$ cat src/hdl/sfs_pkg.sv
// Shared types and constants of the sprite frame sequencer.
package sfs_pkg;

    localparam int MAX_FRAMES = 16;
    localparam int IDX_W      = $clog2(MAX_FRAMES);
    localparam int CNT_W      = $clog2(MAX_FRAMES + 1);
    localparam int INC_W      = 24;
    localparam int PADDR_W    = 3;

    localparam logic REG_LOOP_ENABLE = 1'b0;
    localparam logic REG_SPEED       = 1'b1;

    typedef enum logic [2:0] {
        KIND_TICK    = 3'd0,
        KIND_WRITE   = 3'd1,
        KIND_CLEAR   = 3'd2,
        KIND_SET     = 3'd3,
        KIND_PAUSE   = 3'd4,
        KIND_RESUME  = 3'd5,
        KIND_RESTART = 3'd6,
        KIND_PLAY    = 3'd7
    } kind_t;

    typedef struct packed {
        logic [11:0] left;
        logic [11:0] top;
        logic [11:0] width;
        logic [11:0] height;
    } rect_t;

    typedef struct packed {
        kind_t              kind;
        logic [INC_W-1:0]   inc;
        logic [7:0]         index;
        rect_t              rect;
        logic [23:0]        duration;
    } item_t;

    typedef struct packed {
        logic               loop_enable;
        logic signed [15:0] speed;
    } cfg_t;

    typedef struct packed {
        logic [3:0]       frame_index;
        rect_t            rect;
        logic             paused;
        logic             finished;
        logic [4:0]       frame_total;
    } result_t;

endpackage

$ cat src/hdl/sfs_if.sv
// Request and response channel interfaces of the sprite frame sequencer.
interface sfs_req_if;
    logic        valid;
    logic        ready;
    logic [2:0]  kind;
    logic [15:0] delta;
    logic [7:0]  index;
    logic [11:0] rect_left;
    logic [11:0] rect_top;
    logic [11:0] rect_w;
    logic [11:0] rect_h;
    logic [23:0] frame_duration;

    modport source (output valid, kind, delta, index, rect_left, rect_top, rect_w,
                    rect_h, frame_duration, input ready);
    modport sink (input valid, kind, delta, index, rect_left, rect_top, rect_w,
                  rect_h, frame_duration, output ready);
endinterface

interface sfs_rsp_if;
    logic        valid;
    logic        ready;
    logic [3:0]  frame_index;
    logic [11:0] out_left;
    logic [11:0] out_top;
    logic [11:0] out_width;
    logic [11:0] out_height;
    logic        is_paused;
    logic        is_finished;
    logic [4:0]  frame_total;

    modport source (output valid, frame_index, out_left, out_top, out_width, out_height,
                    is_paused, is_finished, frame_total, input ready);
    modport sink (input valid, frame_index, out_left, out_top, out_width, out_height,
                  is_paused, is_finished, frame_total, output ready);
endinterface

$ cat src/hdl/sfs_core.sv
// Playback state, frame tables and per-request state update.
module sfs_core
    import sfs_pkg::*;
(
    input  logic    clk,
    input  logic    rst_n,
    input  logic    advance,
    input  item_t   item,
    input  cfg_t    cfg,
    output result_t result
);

    rect_t             rect_tab_reg [MAX_FRAMES];
    logic [23:0]       dur_tab_reg  [MAX_FRAMES];

    logic [CNT_W-1:0]  count_reg, count_next;
    logic [IDX_W-1:0]  current_reg, current_next;
    logic [31:0]       elapsed_reg, elapsed_next;
    logic              paused_reg, paused_next;
    logic              finished_reg, finished_next;
    logic [23:0]       cur_dur_reg, cur_dur_next;

    logic              wr_en;
    logic [IDX_W-1:0]  wr_slot;
    logic [32:0]       sum;
    logic [31:0]       el_sat;
    logic [IDX_W-1:0]  last_idx;
    logic [CNT_W-1:0]  cur_plus;
    logic              neg;
    logic              have_frames;
    rect_t             rect_sel;

    assign neg         = cfg.speed[15];
    assign have_frames = (count_reg != '0);
    assign last_idx    = IDX_W'(count_reg - CNT_W'(1));
    assign cur_plus    = CNT_W'(current_reg) + CNT_W'(1);
    assign sum         = {1'b0, elapsed_reg} + 33'(item.inc);
    assign el_sat      = sum[32] ? '1 : sum[31:0];

    always_comb
    begin
        count_next    = count_reg;
        current_next  = current_reg;
        elapsed_next  = elapsed_reg;
        paused_next   = paused_reg;
        finished_next = finished_reg;
        wr_en         = 1'b0;
        wr_slot       = IDX_W'(item.index);
        case (item.kind)
            KIND_TICK:
            begin
                if (have_frames && !paused_reg && !finished_reg)
                begin
                    elapsed_next = el_sat;
                    if (el_sat >= 32'(cur_dur_reg))
                    begin
                        elapsed_next = '0;
                        if (!neg)
                        begin
                            if (cur_plus < count_reg)
                                current_next = current_reg + IDX_W'(1);
                            else if (cfg.loop_enable)
                                current_next = '0;
                            else
                            begin
                                current_next  = last_idx;
                                paused_next   = 1'b1;
                                finished_next = 1'b1;
                            end
                        end
                        else
                        begin
                            if (current_reg != '0)
                                current_next = current_reg - IDX_W'(1);
                            else if (cfg.loop_enable)
                                current_next = last_idx;
                            else
                            begin
                                current_next  = '0;
                                paused_next   = 1'b1;
                                finished_next = 1'b1;
                            end
                        end
                    end
                end
            end
            KIND_WRITE:
            begin
                if (item.index >= 8'(count_reg))
                begin
                    if (count_reg < CNT_W'(MAX_FRAMES))
                    begin
                        wr_en      = 1'b1;
                        wr_slot    = IDX_W'(count_reg);
                        count_next = count_reg + CNT_W'(1);
                    end
                end
                else
                    wr_en = 1'b1;
            end
            KIND_CLEAR:
            begin
                count_next   = '0;
                current_next = '0;
            end
            KIND_SET:
            begin
                if (have_frames)
                begin
                    current_next = (item.index >= 8'(count_reg)) ? last_idx
                                                                 : IDX_W'(item.index);
                    elapsed_next = '0;
                end
            end
            KIND_PAUSE:
                paused_next = 1'b1;
            KIND_RESUME:
                paused_next = 1'b0;
            KIND_RESTART, KIND_PLAY:
            begin
                if (have_frames)
                    current_next = neg ? last_idx : '0;
                elapsed_next  = '0;
                finished_next = 1'b0;
                if (item.kind == KIND_PLAY)
                    paused_next = 1'b0;
            end
            default:
            begin
            end
        endcase
    end

    // current frame after this request, with the same-request write bypassed
    always_comb
    begin
        if (wr_en && (wr_slot == current_next))
        begin
            rect_sel     = item.rect;
            cur_dur_next = item.duration;
        end
        else
        begin
            rect_sel     = rect_tab_reg[current_next];
            cur_dur_next = dur_tab_reg[current_next];
        end
    end

    always_comb
    begin
        result.frame_index = 4'(current_next);
        result.rect        = (count_next != '0) ? rect_sel : '0;
        result.paused      = paused_next;
        result.finished    = finished_next;
        result.frame_total = 5'(count_next);
    end

    always_ff @(posedge clk or negedge rst_n)
    begin
        if (!rst_n)
        begin
            count_reg    <= '0;
            current_reg  <= '0;
            elapsed_reg  <= '0;
            paused_reg   <= 1'b1;
            finished_reg <= 1'b0;
        end
        else if (advance)
        begin
            count_reg    <= count_next;
            current_reg  <= current_next;
            elapsed_reg  <= elapsed_next;
            paused_reg   <= paused_next;
            finished_reg <= finished_next;
        end
    end

    always_ff @(posedge clk)
    begin
        if (advance)
        begin
            cur_dur_reg <= cur_dur_next;
            if (wr_en)
            begin
                rect_tab_reg[wr_slot] <= item.rect;
                dur_tab_reg[wr_slot]  <= item.duration;
            end
        end
    end

    a_count_bound: assert property (@(posedge clk) disable iff (!rst_n)
        count_reg <= CNT_W'(MAX_FRAMES))
        else $error("frame count above table size");

    a_current_in_table: assert property (@(posedge clk) disable iff (!rst_n)
        (count_reg != '0) |-> (CNT_W'(current_reg) < count_reg))
        else $error("current frame outside table");

    a_finish_pauses: assert property (@(posedge clk) disable iff (!rst_n)
        $rose(finished_reg) |-> paused_reg)
        else $error("finished set without pause");

endmodule

$ cat src/hdl/sprite_frame_sequencer_top.sv
// Top level of the sprite frame sequencer: channels, config port, pipeline registers.
//
// Usage:
//   req carries one request per valid/ready handshake: tick, write frame, clear,
//   set frame, pause, resume, restart or play. rsp returns exactly one response
//   per request with the current frame index, its rectangle, the paused and
//   finished flags and the frame count, in request order.
//   The APB port holds loop_enable (0x0) and speed (0x4, signed Q8.8); write
//   them only while no request is in flight.
//   Pipeline: an accepted request is held in the request register, and its
//   result then in the response register, which drives rsp.valid. The tick
//   scaling multiply sits ahead of the request register; timer add, frame
//   step and table read sit between request register and response register.
//   Throughput: one request per cycle while rsp.ready stays high.
//   Reset: table empty, frame 0, timer 0, paused, not finished, loop on,
//   speed 1.0. Frame table contents are undefined until written.
//   Stall: when rsp.ready is low the response is held, one more request may
//   sit in the request register, and then req.ready drops.
module sprite_frame_sequencer_top
    import sfs_pkg::*;
(
    input  logic               clk,
    input  logic               rst_n,
    sfs_req_if.sink            req,
    sfs_rsp_if.source          rsp,
    input  logic               psel,
    input  logic               penable,
    input  logic               pwrite,
    input  logic [PADDR_W-1:0] paddr,
    input  logic [31:0]        pwdata,
    output logic [31:0]        prdata,
    output logic               pready
);

    cfg_t        cfg_reg;
    item_t       item_reg;
    logic        item_valid_reg;
    result_t     res_reg;
    logic        res_valid_reg;
    result_t     res_next;
    logic        advance;
    logic [15:0] speed_mag;
    logic [31:0] product;
    logic        cfg_wr;

    assign pready  = 1'b1;
    assign cfg_wr  = psel && penable && pwrite;
    assign prdata  = (paddr[2] == REG_SPEED) ? {16'b0, cfg_reg.speed}
                                             : {31'b0, cfg_reg.loop_enable};

    always_ff @(posedge clk or negedge rst_n)
    begin
        if (!rst_n)
        begin
            cfg_reg.loop_enable <= 1'b1;
            cfg_reg.speed       <= 16'sd256;
        end
        else if (cfg_wr)
        begin
            if (paddr[2] == REG_SPEED)
                cfg_reg.speed <= pwdata[15:0];
            else
                cfg_reg.loop_enable <= pwdata[0];
        end
    end

    // |speed| * delta; the Q8.8 scale is removed by taking product[31:8]
    assign speed_mag = cfg_reg.speed[15] ? (~cfg_reg.speed + 16'd1) : cfg_reg.speed;
    assign product   = 32'(req.delta) * 32'(speed_mag);

    assign advance   = item_valid_reg && (!res_valid_reg || rsp.ready);
    assign req.ready = !item_valid_reg || advance;

    always_ff @(posedge clk or negedge rst_n)
    begin
        if (!rst_n)
        begin
            item_valid_reg <= 1'b0;
            res_valid_reg  <= 1'b0;
        end
        else
        begin
            if (req.ready)
                item_valid_reg <= req.valid;
            if (advance)
                res_valid_reg <= 1'b1;
            else if (rsp.ready)
                res_valid_reg <= 1'b0;
        end
    end

    always_ff @(posedge clk)
    begin
        if (req.ready && req.valid)
        begin
            item_reg.kind        <= kind_t'(req.kind);
            item_reg.inc         <= product[31:8];
            item_reg.index       <= req.index;
            item_reg.rect.left   <= req.rect_left;
            item_reg.rect.top    <= req.rect_top;
            item_reg.rect.width  <= req.rect_w;
            item_reg.rect.height <= req.rect_h;
            item_reg.duration    <= req.frame_duration;
        end
        if (advance)
            res_reg <= res_next;
    end

    sfs_core u_core (
        .clk     (clk),
        .rst_n   (rst_n),
        .advance (advance),
        .item    (item_reg),
        .cfg     (cfg_reg),
        .result  (res_next)
    );

    assign rsp.valid       = res_valid_reg;
    assign rsp.frame_index = res_reg.frame_index;
    assign rsp.out_left    = res_reg.rect.left;
    assign rsp.out_top     = res_reg.rect.top;
    assign rsp.out_width   = res_reg.rect.width;
    assign rsp.out_height  = res_reg.rect.height;
    assign rsp.is_paused   = res_reg.paused;
    assign rsp.is_finished = res_reg.finished;
    assign rsp.frame_total = res_reg.frame_total;

    a_advance_fills: assert property (@(posedge clk) disable iff (!rst_n)
        advance |=> res_valid_reg)
        else $error("response register not loaded");

    a_no_advance_empty: assert property (@(posedge clk) disable iff (!rst_n)
        (res_valid_reg && !rsp.ready && item_valid_reg) |-> !req.ready)
        else $error("request taken with both stages full");

    a_rsp_held: assert property (@(posedge clk) disable iff (!rst_n)
        (res_valid_reg && !rsp.ready) |=> (res_valid_reg && $stable(res_reg)))
        else $error("stalled response changed");

endmodule
$ cat src/flat_wrapper.sv
// flat-port wrapper written by rule: the top's interface ports become plain ports
module sprite_frame_sequencer_top_flat import sfs_pkg::*;
  (clk, rst_n, psel, penable, pwrite, paddr, pwdata, prdata, pready, req_valid, req_kind, req_delta, req_index, req_rect_left, req_rect_top, req_rect_w, req_rect_h, req_frame_duration, req_ready, rsp_valid, rsp_frame_index, rsp_out_left, rsp_out_top, rsp_out_width, rsp_out_height, rsp_is_paused, rsp_is_finished, rsp_frame_total, rsp_ready);
  sfs_req_if req_i ();
  sfs_rsp_if rsp_i ();
  input  logic clk;
  input  logic rst_n;
  input  logic psel;
  input  logic penable;
  input  logic pwrite;
  input  logic [PADDR_W-1:0] paddr;
  input  logic [31:0] pwdata;
  output logic [31:0] prdata;
  output logic pready;
  input wire logic [$bits(req_i.valid)-1:0] req_valid;
  input wire logic [$bits(req_i.kind)-1:0] req_kind;
  input wire logic [$bits(req_i.delta)-1:0] req_delta;
  input wire logic [$bits(req_i.index)-1:0] req_index;
  input wire logic [$bits(req_i.rect_left)-1:0] req_rect_left;
  input wire logic [$bits(req_i.rect_top)-1:0] req_rect_top;
  input wire logic [$bits(req_i.rect_w)-1:0] req_rect_w;
  input wire logic [$bits(req_i.rect_h)-1:0] req_rect_h;
  input wire logic [$bits(req_i.frame_duration)-1:0] req_frame_duration;
  output wire logic [$bits(req_i.ready)-1:0] req_ready;
  output wire logic [$bits(rsp_i.valid)-1:0] rsp_valid;
  output wire logic [$bits(rsp_i.frame_index)-1:0] rsp_frame_index;
  output wire logic [$bits(rsp_i.out_left)-1:0] rsp_out_left;
  output wire logic [$bits(rsp_i.out_top)-1:0] rsp_out_top;
  output wire logic [$bits(rsp_i.out_width)-1:0] rsp_out_width;
  output wire logic [$bits(rsp_i.out_height)-1:0] rsp_out_height;
  output wire logic [$bits(rsp_i.is_paused)-1:0] rsp_is_paused;
  output wire logic [$bits(rsp_i.is_finished)-1:0] rsp_is_finished;
  output wire logic [$bits(rsp_i.frame_total)-1:0] rsp_frame_total;
  input wire logic [$bits(rsp_i.ready)-1:0] rsp_ready;
  assign req_i.valid = req_valid;
  assign req_i.kind = req_kind;
  assign req_i.delta = req_delta;
  assign req_i.index = req_index;
  assign req_i.rect_left = req_rect_left;
  assign req_i.rect_top = req_rect_top;
  assign req_i.rect_w = req_rect_w;
  assign req_i.rect_h = req_rect_h;
  assign req_i.frame_duration = req_frame_duration;
  assign req_ready = req_i.ready;
  assign rsp_valid = rsp_i.valid;
  assign rsp_frame_index = rsp_i.frame_index;
  assign rsp_out_left = rsp_i.out_left;
  assign rsp_out_top = rsp_i.out_top;
  assign rsp_out_width = rsp_i.out_width;
  assign rsp_out_height = rsp_i.out_height;
  assign rsp_is_paused = rsp_i.is_paused;
  assign rsp_is_finished = rsp_i.is_finished;
  assign rsp_frame_total = rsp_i.frame_total;
  assign rsp_i.ready = rsp_ready;
  sprite_frame_sequencer_top u_core (.clk(clk), .rst_n(rst_n), .req(req_i), .rsp(rsp_i), .psel(psel), .penable(penable), .pwrite(pwrite), .paddr(paddr), .pwdata(pwdata), .prdata(prdata), .pready(pready));
endmodule
$ cat config.mk
export PLATFORM = sky130hd
export DESIGN_NAME = sprite_frame_sequencer_top_flat
export DESIGN_NICKNAME = d
export VERILOG_FILES = /design/src/hdl/sfs_pkg.sv /design/src/hdl/sfs_if.sv /design/src/hdl/sfs_core.sv /design/src/hdl/sprite_frame_sequencer_top.sv /design/src/flat_wrapper.sv
export SDC_FILE = /design/constraint.sdc
export NUM_CORES = 2
export LEC_CHECK = 0
export BUFFER_PORTS_ARGS = -buffer_cell sky130_fd_sc_hd__buf_4
export CORE_AREA = 4 4 475 289
export CTS_BUF_LIST = sky130_fd_sc_hd__clkbuf_16
export CTS_CLUSTER_SIZE = 8
export DETAILED_ROUTE_END_ITERATION = 8
export DIE_AREA = 0 0 479 293
export GPL_ROUTABILITY_DRIVEN = 0
export GPL_TIMING_DRIVEN = 1
export PLACE_DENSITY_LB_ADDON = 0.25
export SLEW_MARGIN = 20
export SYNTH_ARGS = -nofsm -noshare
export SYNTH_HDL_FRONTEND = slang
export SYNTH_SLANG_ARGS = --single-unit
$ cat constraint.sdc
create_clock -name clk -period 9.3 [get_ports clk]
set_input_delay 1.395 -clock clk [delete_from_list [all_inputs] [get_ports clk]]
set_output_delay 1.395 -clock clk [all_outputs]
set_load 0.01 [all_outputs]
* After elaboration in Yosys (flattened, before gate mapping)
Memories as Yosys holds them, arrays and structs flattened. A register that Yosys moved wholly into a read port is not among the register bits.
Cells that the tools add are included.
** Operators by class
- Add/subtract/negate cells :: 7
- Multiply operators :: 1
- $lt $le $gt $ge :: 4
- Equal/unequal tests :: 9
- Multiplexer cells :: 48
- Bitwise gates (word level) :: 2
- Reductions and logical operators :: 23
** Operators by type and width (count)
- 2-to-1 mux 32 bit :: 4
- one-hot mux 32 bit (3 select lines) :: 1
- 2-to-1 mux 4 bit :: 14
- adder 32 x 24 -> 33 bit :: 1
- greater-or-equal comparator 32 x 24 -> 1 bit :: 1
- multiplier 16 x 16 -> 32 bit :: 1
- 2-to-1 mux 16 bit :: 2
- 2-to-1 mux 1 bit :: 21
- adder 16 x 1 -> 16 bit (second input constant) :: 1
- NOT 16 bit :: 1
- one-hot mux 4 bit (4 select lines) :: 1
- equality test 3 bit (second input constant) :: 4
- 2-to-1 mux 5 bit :: 2
- one-hot mux 5 bit (2 select lines) :: 1
- nonzero test 5 bit :: 2
- greater-or-equal comparator 8 x 5 -> 1 bit :: 1
- subtractor 4 x 1 -> 4 bit (second input constant) :: 2
- equality test 3 x 2 -> 1 bit (second input constant) :: 2
- logical AND 1 bit :: 6
- adder 4 x 1 -> 5 bit (second input constant) :: 1
- adder 5 x 1 -> 5 bit (second input constant) :: 1
- logical NOT 1 bit :: 5
- less-than comparator 5 bit :: 1
- less-than comparator 5 bit (second input constant) :: 1
- other kinds (14) :: 17
** Storage, ports and cells
- Bits in registers :: 180
- Memory bits (writable) :: 1152
- Output and inout bits :: 94
- Word-level logic and storage cells :: 117
- Memories kept :: 2
** Memory list
- u_core.u_core.rect_tab_reg :: depth 16, width 48, rd ports 1, clocked after Yosys merged registers in 1, wr ports 1, line sfs_core.sv:13 : rect_t rect_tab_reg [MAX_FRAMES];
- u_core.u_core.dur_tab_reg :: depth 16, width 24, rd ports 1, clocked after Yosys merged registers in 1, wr ports 1, line sfs_core.sv:14 : logic [23:0] dur_tab_reg [MAX_FRAMES];

* Logic depth before layout (Yosys ltp)
- Depth after elaboration :: 7
- Depth in mapped cells :: 34
- Depth with buffers taken out :: 31

* Hierarchy
Synthesis repeated with hierarchy kept, for this count alone.
** Unflattened totals
- Cells, all modules :: 4970
- Area, all modules :: 65584.2 um^2
** Modules (own cells, without submodules)
- sfs_core :: instances 1, cells an instance 3702, area each 50827.5 um^2, sequential area each 36391.2 um^2
- sprite_frame_sequencer_top :: instances 1, cells an instance 1268, area each 14756.7 um^2, sequential area each 5462.7 um^2

* Worst setup path after synthesis
Ideal clock, no wire load.
- Path kind :: register -> register
- Start :: register u_core.cfg_reg[5] (netlist bit)
- End :: register u_core.item_reg[103] (netlist bit) (data pin)
- Setup time :: 0.260 ns
- Data arrival time :: 7.769 ns
- Data required time :: 9.040 ns
- Path slack :: 1.271 ns
- Stages on the path, launching flop included :: 31
- Period minus slack after synthesis :: 8.029 ns
- Cell sequence :: dfrtp_1 or4_1 or3_1 o21ai_0 xnor2_1 clkbuf_1 nand2_1 fa_1 inv_1 fa_1 inv_1 fa_1 inv_1 fa_1 fa_1 inv_1 fa_1 inv_1 ha_1 a21o_1 a21o_1 a21o_1 a21oi_1 a21boi_1 a221o_1 o41ai_1 o21ai_0 nor2_1 o21bai_1 a21oi_1 xnor2_1
** On the way
- Longest elaborated chain between the ends :: 4
** RTL lines
- start, declared :: line sprite_frame_sequencer_top.sv:35 : cfg_t cfg_reg;
- NOT 16 bit :: line sprite_frame_sequencer_top.sv:68 : assign speed_mag = cfg_reg.speed[15] ? (~cfg_reg.speed + 16'd1) : cfg_reg.speed;
- adder 16 x 1 -> 16 bit :: line sprite_frame_sequencer_top.sv:68
- 2-to-1 mux 16 bit * :: line sprite_frame_sequencer_top.sv:68
- multiplier 16 x 16 -> 32 bit * :: line sprite_frame_sequencer_top.sv:69 : assign product = 32'(req.delta) * 32'(speed_mag);
- via u_core.product[31] :: line sprite_frame_sequencer_top.sv:43 : logic [31:0] product;
- end, declared :: line sprite_frame_sequencer_top.sv:36 : item_t item_reg;
Mark *: on every way through the listed nets, which the timed path passes. The rest lies on a longest branch.
A chain may end at the register's enable or synchronous reset.

* Worst setup path after layout
Same ends and word-level chain as after synthesis.

==> summary.md <==
| Metric | Value |
|---|---|
| Ys flop type | edfxtp_1 |
| DR WL met2 | around 78000 microns |
| Total gr overflow | 0 |
| Max Fclk | ~120 MHz |
| Synthesis-to-finish area growth | 13.51% |
| Yosys warnings | 0 |
| Die Width | between 400 and 500 microns |
| Highest Signal Layer | met5 |
| WL per Instance | approximately 25 microns |
| Post-CTS Hold Buffers | 0 |
| H-tree depth | 4 |
| Post-route cell area | around 0.075 sq mm |
| Avg Cell Area, Syn | about 13 sq um |
| Setup TNS | 0 ps |
| Final period util | 0.9148 |
| CP most frequent cell | fa_1 |
| Via count | between 40000 and 50000 |
| Initial antenna violation count | 3 |
| Hold WC Path Type | reg2reg |
| Status | finished clean |
| Drt via density | roughly 6.0 |
| Ys async rst share | 0.04416 |
| Slowest CP cell | or4_1 |
| Core area | around 0.13 sq mm |
| CP arrival | 9050 ps |
| Die Height | approximately 290 microns |
| Post-CTS Repair Setup Buffers | 0 |
| Port Buf Inserts | 199 |
| Post-route ant nets | 0 |
| Tmin final | 8508 ps |
| First-pass GRT wire length | 268700 microns |
| Max FFs per register | between 700 and 800 |
| Hold Fails Final Rpt | 0 |
| Setup CP Type | reg2reg |
| Worst setup SP type | flop |
| CTS Buffer Depth | 3 |
| Mapped Area | around 0.066 sq mm |
| Worst-path maximum fanout | 9 |
| Final max-slew violation count | 0 |
| Layout cell share with drive strength beyond 1 | 0.1085 |
| IO Count | about 240 |
| Placement Cell Area | approximately 0.07 sq mm |
| Sequential-to-total area share from yosys stat | 0.6339 |
| Final WL | 178300 microns |
| Cell Rows | roughly 100 |
| Clk_lat worst skew | about 800 ps |
| HPWL after detailed placement | between 90000 and 100000 microns |
| Synthesized flop and latch total | roughly 1400 |
| Post-route DRC | 0 |
| Required time of the worst setup path | slightly below 10000 ps |
| Post-layout net count | around 6000 |
| Most frequent cells in the layout | 1342 x edfxtp_1, 826 x nand2_1, 439 x a21oi_1, 298 x inv_1, 287 x buf_4 |
| Pre-antenna DRT Iters | 6 |
| Inserted Clock Buffers | 194 |
| Die area | 0.1403 sq mm |
| # diodes | 0 |
| Rel. slew slack | 0.2392 |
| Number of synthesized flops with an enable pin | ~1300 |
| Clock transition at the registers of the reported paths | 50 ps |
| Max-cap viol count | 0 |
| Final hold slack | approximately 490 ps |
| Netlist cell types | 78 |
| Global-route usage over all layers | 0.2502 |
| M1 WL | just under 80000 microns |
| Cell count after synthesis | roughly 5300 |
| Commonest non-fill, non-tap cell in the layout | edfxtp_1 |
| Drt initial violations | 5392 |
| Crit-path max cell delay | between 500 and 600 ps |
| Clock root buffer | clkbuf_16 |
| Setup Skew | roughly 46 ps |
| Initial Util | 0.4960 |
| RSZ-0062 raised after global routing | false |
| CTS tree | yes |
| Worst Max-Slew Pin Slew | 1117 ps |
| Final Setup Violations | 0 |
| Setup crit end kind | flop |
| Largest net degree at the start of global routing | approximately 180 |
| Vias in the first global route | approximately 42000 |
| Met3 wire length | around 17000 microns |
| Clock Sink Count | about 1400 |
[metrics by stage]
stage          cells  worst slack, ps  utilization
6_report        7276            792.3       0.5630
2_1_floorplan   5282             1271            -
3_5_place_dp    7028            547.1       0.5225
5_1_grt         7276            226.1       0.5630
4_1_cts         7276            532.4       0.5629
3_3_place_gp    7028            666.1       0.5225
[synthesized netlist by cell type (5+ instances only)]
master / n / area share
nand4_1: 15 / 0.0014
a211oi_1: 233 / 0.026
a21o_1: 23 / 0.0026
nor2_1: 102 / 0.0058
or3_1: 6 / 0.00057
buf_2: 70 / 0.0053
a22o_1: 26 / 0.0034
nor4_1: 24 / 0.0023
edfxtp_1: 1342 / 0.61
o21bai_1: 6 / 0.00068
clkbuf_1: 258 / 0.015
o21ai_0: 146 / 0.011
nor2b_1: 46 / 0.0044
nand2b_1: 25 / 0.0024
dfrtp_1: 59 / 0.022
a31oi_1: 31 / 0.0029
nand2_1: 831 / 0.047
a221oi_1: 25 / 0.0033
or2_2: 9 / 0.00085
xnor2_1: 42 / 0.0056
mux2_2: 21 / 0.0036
buf_1: 14 / 0.00080
buf_4: 18 / 0.0020
o21a_1: 9 / 0.0010
and4_1: 5 / 0.00066
and3_1: 178 / 0.017
and2_1: 106 / 0.010
mux2i_1: 10 / 0.0015
fa_1: 194 / 0.059
o32ai_1: 48 / 0.0064
nand3_1: 142 / 0.011
a21oi_1: 439 / 0.033
o21ai_1: 66 / 0.0050
ha_1: 164 / 0.031
xor2_1: 22 / 0.0029
o211ai_1: 6 / 0.00068
inv_1: 263 / 0.015
nor3_1: 71 / 0.0054
o22ai_1: 98 / 0.0093
[layout make-up]
cell class | count | area, sq um
fill | 10670 | 58180
sequential | 1404 | 41850
multi-input combinational | 3250 | 21920
clock buffer | 195 | 4880
timing repair buffer | 305 | 2515
tap | 1802 | 2255
inverter | 267 | 1017
clock inverter | 53 | 498.0
[timing repair]
item,in CTS,in global routing
setup endpoints to repair,0,1
endpoints found under the hold margin,0,0
gates resized for setup,0,1
[cell families after synthesis]
family | synth area share
fa+ha+maj | 0.08991
flops | 0.6340
simple gates | 0.1110
mux | 0.005648
xor+xnor | 0.008490
compound gates | 0.1127
other cells | 0.0001138
buf+inv | 0.03817
[critical path: cells and delay by family, from the launching register on]
kind	cells	cell delay [ps]
fa+ha+maj	7	2850
compound gates	11	2500
simple gates	4	1300
xor+xnor	2	600
buf+inv	6	590
flops	1	450
[routing by layer]
metal / global-route usage / up-vias
met3: 0.05107 / 256
met5: 0 / -
met1: 0.3811 / 21850
met4: 0.07234 / 2
met2: 0.3651 / 2123
li1: - / 19500
[worst paths after layout]
check,start,end,slack [ps],cells past startpoint
setup / recovery,u_core.cfg_reg[5],u_core.item_reg[103],790,30
hold / removal,u_core.item_valid_reg,u_core.rsp.valid,490,1
setup reg to reg,u_core.cfg_reg[5],u_core.item_reg[103],790,30
hold reg to reg,u_core.item_valid_reg,u_core.rsp.valid,490,1
max in group asynchronous,rst_n,u_core.u_core.elapsed_reg[17],7880,1
min in group asynchronous,rst_n,u_core.rsp.valid,770,1
Power is not shown: default switching activity piles up to over one toggle a cycle in this logic, so the estimate is an artifact.
